**src/hw/rtl/salru_pkg.sv**
```systemverilog
package salru_pkg;

    localparam int ADDR_W   = 32;
    localparam int SET_W    = 8;
    localparam int NUM_SETS = 256;
    localparam int NUM_WAYS = 8;
    localparam int WAY_W    = 3;
    localparam int RANK_W   = 3;
    localparam int CNT_W    = 32;
    localparam int OFF_W    = 5;
    localparam int IDX_W    = 4;
    localparam int WAYS_W   = 4;
    localparam int CFG_W    = 5;
    localparam int CFG_IX_W = 2;
    localparam int SHAMT_W  = 6;
    localparam int OUT_DATA_W = 72;

    localparam logic [OFF_W-1:0]  OFF_MAX  = 5'd16;
    localparam logic [IDX_W-1:0]  IDX_MAX  = 4'd8;
    localparam logic [WAYS_W-1:0] WAYS_MAX = 4'd8;

    localparam logic [CFG_IX_W-1:0] REG_OFFSET = 2'd0;
    localparam logic [CFG_IX_W-1:0] REG_INDEX  = 2'd1;
    localparam logic [CFG_IX_W-1:0] REG_WAYS   = 2'd2;

    typedef enum logic [1:0] {
        OUTCOME_HIT      = 2'd0,
        OUTCOME_FILL     = 2'd1,
        OUTCOME_REPLACE  = 2'd2
    } outcome_t;

    typedef struct packed {
        logic [OFF_W-1:0]  off;
        logic [IDX_W-1:0]  idx;
        logic [WAYS_W-1:0] ways;
    } cfg_t;

    typedef struct packed {
        logic load;
        logic read;
        logic commit;
    } cmd_t;

    typedef struct packed {
        logic [NUM_WAYS-1:0]             valid;
        logic [NUM_WAYS-1:0][RANK_W-1:0] rank;
        logic [NUM_WAYS-1:0][ADDR_W-1:0] tag;
    } row_t;

endpackage

```
**src/hw/rtl/salru_ctrl.sv**
```systemverilog
module salru_ctrl import salru_pkg::*; (
    input  logic aclk,
    input  logic aresetn,
    input  logic s_tvalid,
    output logic s_tready,
    output logic m_tvalid,
    input  logic m_tready,
    output cmd_t cmd
);

    typedef enum logic [1:0] {
        ST_IDLE,
        ST_READ,
        ST_UPDATE
    } state_t;

    state_t state_reg;
    state_t state_next;
    logic   m_tvalid_reg;
    logic   m_tvalid_next;

    assign s_tready = (state_reg == ST_IDLE);
    assign m_tvalid = m_tvalid_reg;

    always_comb begin
        cmd.load   = (state_reg == ST_IDLE) && s_tvalid;
        cmd.read   = (state_reg == ST_READ);
        cmd.commit = (state_reg == ST_UPDATE) && (!m_tvalid_reg || m_tready);
    end

    always_comb begin
        state_next    = state_reg;
        m_tvalid_next = m_tvalid_reg && !m_tready;
        unique case (state_reg)
            ST_IDLE: begin
                if (s_tvalid) state_next = ST_READ;
            end
            ST_READ: begin
                state_next = ST_UPDATE;
            end
            ST_UPDATE: begin
                if (cmd.commit) begin
                    state_next    = ST_IDLE;
                    m_tvalid_next = 1'b1;
                end
            end
            default: state_next = ST_IDLE;
        endcase
    end

    always_ff @(posedge aclk) begin
        if (!aresetn) begin
            state_reg    <= ST_IDLE;
            m_tvalid_reg <= 1'b0;
        end else begin
            state_reg    <= state_next;
            m_tvalid_reg <= m_tvalid_next;
        end
    end

    a_commit_free: assert property (@(posedge aclk) disable iff (!aresetn)
        cmd.commit |-> (!m_tvalid_reg || m_tready))
        else $error("result committed over an untaken beat");

    a_load_read: assert property (@(posedge aclk) disable iff (!aresetn)
        (s_tvalid && s_tready) |=> cmd.read)
        else $error("accepted beat not followed by a store read");

    a_read_update: assert property (@(posedge aclk) disable iff (!aresetn)
        cmd.read |=> (state_reg == ST_UPDATE && !s_tready))
        else $error("store read not followed by update");

endmodule

```
**config.mk**
```make
export PLATFORM = sky130hd
export DESIGN_NAME = salru_ctrl
export DESIGN_NICKNAME = d
export VERILOG_FILES = /design/src/hw/rtl/salru_pkg.sv /design/src/hw/rtl/salru_ctrl.sv
export SDC_FILE = /design/constraint.sdc
export NUM_CORES = 1
export LEC_CHECK = 0
export BUFFER_PORTS_ARGS = -buffer_cell sky130_fd_sc_hd__buf_4
export CORE_AREA = 5 5 42 44
export CTS_CLUSTER_SIZE = 12
export DETAILED_ROUTE_END_ITERATION = 6
export DIE_AREA = 0 0 47 49
export SLEW_MARGIN = 30
export SYNTH_ARGS = -nofsm -noshare
export SYNTH_HDL_FRONTEND = slang
export SYNTH_SLANG_ARGS = --single-unit
```
**constraint.sdc**
```tcl
create_clock -name aclk -period 1.2 [get_ports aclk]
set_clock_uncertainty 0.1 [all_clocks]
set_input_delay 0.12 -clock aclk [delete_from_list [all_inputs] [get_ports aclk]]
set_output_delay 0.12 -clock aclk [all_outputs]
set_load 0.01 [all_outputs]
```
==> results of run 1 <==
-- cell usage after synthesis (all sizes together) --
| cell | count | area, µm² |
|---|---|---|
| a21boi | 1 | 7.51 |
| and2 | 1 | 6.26 |
| and2b | 1 | 10.0 |
| and4bb | 1 | 12.5 |
| dfxtp | 3 | 60.1 |
| nand2b | 2 | 12.5 |
| nor2 | 1 | 3.75 |
| nor2b | 1 | 6.26 |
| nor3b | 1 | 12.5 |
| o21a | 1 | 7.51 |
-- layer usage --
layer,vias up,part of all wire,GRT usage
met4,0,0,0.0691
met1,55,0.31,0.0241
met5,-,0,0
met3,0,0.20,0.0332
li1,70,-,-
met2,7,0.49,0.0430
-- worst max-delay path by stage --
stage	endpoint	slack [ns]	depth (start not counted)
after floorplan	state_reg[1]	0.25	2
after global placement	state_reg[1]	0.23	2
after detailed placement	state_reg[1]	0.23	2
after CTS	cmd[1]	0.005	2
after global routing	cmd[1]	0.003	2
final	cmd[1]	0.04	2
-- cells by family after synthesis --
kind of cell and count (synthesis):
AND/OR/NAND/NOR 8, AO/OA/AOI/OAI 2, flip-flops 3
-- repair_timing --
| action | in CTS | in global routing |
|---|---|---|
| setup endpoints to repair | 1 | 3 |
| endpoints found under the hold margin | 1 | 0 |
| hold buffers | 1 | 0 |
| resized for setup | 1 | 2 |
-- critical path: cells and delay by family, from the launching register on --
family        cells  cell delay [ns]
flops             1             0.37
simple gates      1             0.20
buf+inv           1             0.13
-- area by class of cell --
class | instances | area, µm²
tap | 16 | 20.0
clock buffer | 4 | 26.3
multi-input combinational | 10 | 86.3
sequential | 3 | 62.6
timing repair buffer | 9 | 70.1
fill | 170 | 1140
-- metrics by stage --
| step | hold slack (ns) | cell area, µm² | worst slack [ns] | util | total power, µW |
|---|---|---|---|---|---|
| after floorplan | 0.137 | 139 | 0.250 | - | 131 |
| after detailed placement | 0.243 | 219 | 0.232 | 0.156 | 157 |
| after CTS | 0.0927 | 256 | 0.00529 | 0.183 | 345 |
| after global placement | 0.241 | 219 | 0.231 | 0.156 | 157 |
| final | 0.0960 | 265 | 0.0377 | 0.189 | 335 |
| after global routing | 0.128 | 265 | 0.00347 | 0.189 | 356 |
-- power groups by stage --
stage                     Clock [µW]  Combinational (µW)  Sequential [µW]
after floorplan                    0                20.3              111
after global placement             0                45.1              112
after detailed placement           0                45.6              112
after CTS                        186                48.2              111
after global routing             190                53.6              113
final                            174                49.1              112
==> qor.yml, run 1 <==
die_area_um2: 2300
antenna_cells: 0
drtPass1Iterations: 2
cp-startpoint: "state_reg[1]"
synth_compound_area_frac: 0.108
rows: 14
synth_xor_area_frac: 0
port_buffers: 8
worst_setup_path_end_kind: "output port"
slew_headroom: 0.899
worst_pin_slew_ns: 0.150
post-route-drc-count: 0
routed_wl_um: 337
r2r_cells: 2
power_frac_clock: 0.520
seqPwrFrac: 0.334
cts.sinks: 3
start_util: 0.0991
powerDensity_nw_per_um2: 1260
ys_ff_latch: 3
grt_max_degree: 6
grt_remaining_overflow: 0
layout-drive-gt1-share: 0.615
setup_viol: 0
fmax_ghz: 0.860
r2r_end: "state_reg[1]"
whs_path_depth: 3
grt_pass1_vias: 136
min_path_type: "in2reg"
cts_tree: "done"
die_w_um: 47
worstSetupPathType: "reg2out"
r2r_slack_ns: 0.25
arrival_ns: 0.94
fp.dieH_um: 49
path_cells: "and2b_4 -> buf_4"
p_leak_uw: 0.000117
crit_slowest_cell: "dfxtp_2"
first_iter_violations: 1
maxCapViolCount: 0
synth_fp_nets: 17
rsz0062_at_grt: "no"
largest_register_ffs: 2
cp-start-kind: "register"
gp_congestion: 0.615
fin_crit_ns: 1.16
synthCells: 13
root_buffer: "clkbuf_4"
p_switching_uw: 71.6
grt_usage: 0.0380
yosysSeqAreaShare: 0.432
tns_ns: 0
syn-cell-area_um2: 139
outcome: "completed"
grt_pass1_wl_um: 483
vias: 132
synth_fa_ha_area_frac: 0
swShare: 0.214
ys_types: 10
postRouteAntennaNets: 0
stdcell_count: 42
min_from: "m_tready"
avgSynthCellArea_um2: 10.7
clock_path_buffers: 2
hold_viol_final: 0
internal_power_uw: 263
synth_top_family_by_area: "simple AND/OR/NAND/NOR gates"
cts_made_buffers: 3
clock_latency_ns: 0.23
synthMuxAreaShare: 0
pwr-share-comb: 0.147
final_cell_mix: "buf_4, clkbuf_4, dfxtp_2"
crit_fanout: 5
h-tree-depth: 1
hold_path_end: "m_tvalid"
core_area_um2: 1400
synth-simple-area-share: 0.459
io-pin-count: 9
worstPathRequired_ns: 0.98
post-route-period-util: 0.969
ir_worst_vdd_uv: 205
final_net_count: 31
final_common_cell: "buf_4"
post-cts-setup-buffers: 0
viasPerCell: 3.14
avgRoutedWirePerCell_um: 8.02
reg2reg_from: "state_reg[1]"
syn2layout_area_growth_pct: 91.0
dp.cells: 37
slowest_delay_ns: 0.37
antenna_found_initial: 0
clkSlewWorstSetupHoldPaths_ns: 0.04
maxSlewViolCount: 0
ys_warn_count: 0
(Power assumes the default switching activity.)
==> run 2: changes to the inputs <==
- RECOVER_POWER: unset -> 100
==> run 2 against run 1 <==
Net effect: hold slack is essentially flat; cell area is 4.2% lower; sequential cell count unchanged; critical path depth unchanged; global-route usage unchanged; core utilization is 0.80 points lower; combinational power decreased by 9.4%; worst setup slack about the same; clock power about the same; sequential share of layout area up 1.0 points; total power decreased by 1.4%; critical endpoint unchanged.
==> qor.yml, run 2 (synthesis gave the netlist of run 1 again) <==
final_net_count: 31  # unchanged
avgRoutedWirePerCell_um: 8.00  # was 8.02 µm
syn2layout_area_growth_pct: 82.9  # was 91.0%
port_buffers: 8  # unchanged
die_w_um: 47  # unchanged
cp-start-kind: "register"  # unchanged
p_leak_uw: 0.000105  # was 0.000117 µW
cts_made_buffers: 3  # unchanged
fin_util: 0.181  # was 0.189
cts_tree: "done"  # unchanged
grt_max_degree: 6  # unchanged
post-route-drc-count: 0  # unchanged
final_cell_mix: "buf_4, clkbuf_1, clkbuf_4"  # was buf_4, clkbuf_4, dfxtp_2
gp_congestion: 0.615  # unchanged
fp.dieH_um: 49  # unchanged
largest_register_ffs: 2  # unchanged
maxSlewViolCount: 0  # unchanged
grt_remaining_overflow: 0  # unchanged
slew_headroom: 0.898  # was 0.899
powerDensity_nw_per_um2: 1300  # was 1260 nW/µm²
h-tree-depth: 1  # unchanged
antenna_found_initial: 0  # unchanged
post-route-period-util: 0.969  # about the same
rsz0062_at_grt: "no"  # unchanged
clock_path_buffers: 2  # unchanged
preCtsSetupSlack_ns: 0.232  # unchanged
hold_viol_final: 0  # unchanged
rows: 14  # unchanged
worstSetupPathType: "reg2out"  # unchanged
ir_worst_vdd_uv: 204  # was 205 µV
viasPerCell: 3.14  # unchanged
grt_pass1_vias: 136  # unchanged
arrival_ns: 0.94  # about the same
tns_ns: 0  # unchanged
die_area_um2: 2300  # unchanged
worst_pin_slew_ns: 0.152  # was 0.150 ns
cts.sinks: 3  # unchanged
postRouteAntennaNets: 0  # unchanged
routed_wl_um: 336  # was 337 µm
start_util: 0.0991  # unchanged
fin_ws_ns: 0.0374  # was 0.0377 ns
vias: 132  # unchanged
grt_pass1_wl_um: 483  # unchanged
worstPathRequired_ns: 0.98  # about the same
worst_setup_path_end_kind: "output port"  # unchanged
crit_fanout: 5  # unchanged
setup_viol: 0  # unchanged
outcome: "completed"  # unchanged
drtPass1Iterations: 2  # unchanged
clkSlewWorstSetupHoldPaths_ns: 0.04  # about the same
final_common_cell: "buf_4"  # unchanged
clock_latency_ns: 0.23  # about the same
fmax_ghz: 0.860  # about the same
min_path_type: "in2reg"  # unchanged
io-pin-count: 9  # unchanged
layout-drive-gt1-share: 0.500  # was 0.615
grt_usage: 0.0380  # unchanged
fin_crit_ns: 1.16  # about the same
root_buffer: "clkbuf_4"  # unchanged
first_iter_violations: 1  # unchanged
maxCapViolCount: 0  # unchanged
core_area_um2: 1400  # unchanged
antenna_cells: 0  # unchanged
run 2: report_power, final:
part	internal (µW)	switching (µW)	leakage (µW)
clock network	124	49.7	0.0000150
logic	28.5	16.0	0.0000643
registers	106	5.96	0.0000253
run 2: final cells by class:
type	count	area (µm²)
flip-flops and latches	3	62.6
multi-input cells	10	86.3
well taps	16	20.0
clock buffers	4	26.3
repair buffers	9	58.8
fillers	172	1150
run 2: final timing paths:
kind	endpoint	slack (ns)	depth (start not counted)	from
worst min register to register	m_tvalid	0.42	2	m_tvalid
worst max-delay path	cmd[1]	0.04	2	state_reg[1]
worst min-delay path	m_tvalid	0.1	3	m_tready
worst max register to register	state_reg[1]	0.25	2	state_reg[1]
run 2: worst max-delay path: stages (launching register included):
cell	delay, ns
dfxtp_2	0.37
and2b_4	0.20
buf_4	0.14
run 2: through the flow:
step                total power [µW]  instances  area (µm²)  hold WS, ns
detailed placement               157         37         219        0.243
CTS                              345         42         256       0.0927
global placement                 157         37         219        0.241
finish                           330         42         254       0.0959
global route                     351         42         254        0.128
floorplan                        131         13         139        0.137
run 2: layer usage:
| layer | track usage | up-vias | wire [µm] |
|---|---|---|---|
| met1 | 0.0241 | 55 | 96 |
| met2 | 0.0430 | 7 | 162 |
| met4 | 0.0691 | 0 | 0 |
| met3 | 0.0332 | 0 | 77 |
| met5 | 0 | - | 0 |
| li1 | - | 70 | - |
run 2: what timing repair did:
| item | in CTS | in global routing |
|---|---|---|
| endpoints found under the hold margin | 1 | 0 |
| hold buffers | 1 | 0 |
| endpoints found under the setup margin | 1 | 3 |
| resized for setup | 1 | 2 |
| pin swaps | 0 | 0 |
| setup buffers | 0 | 0 |
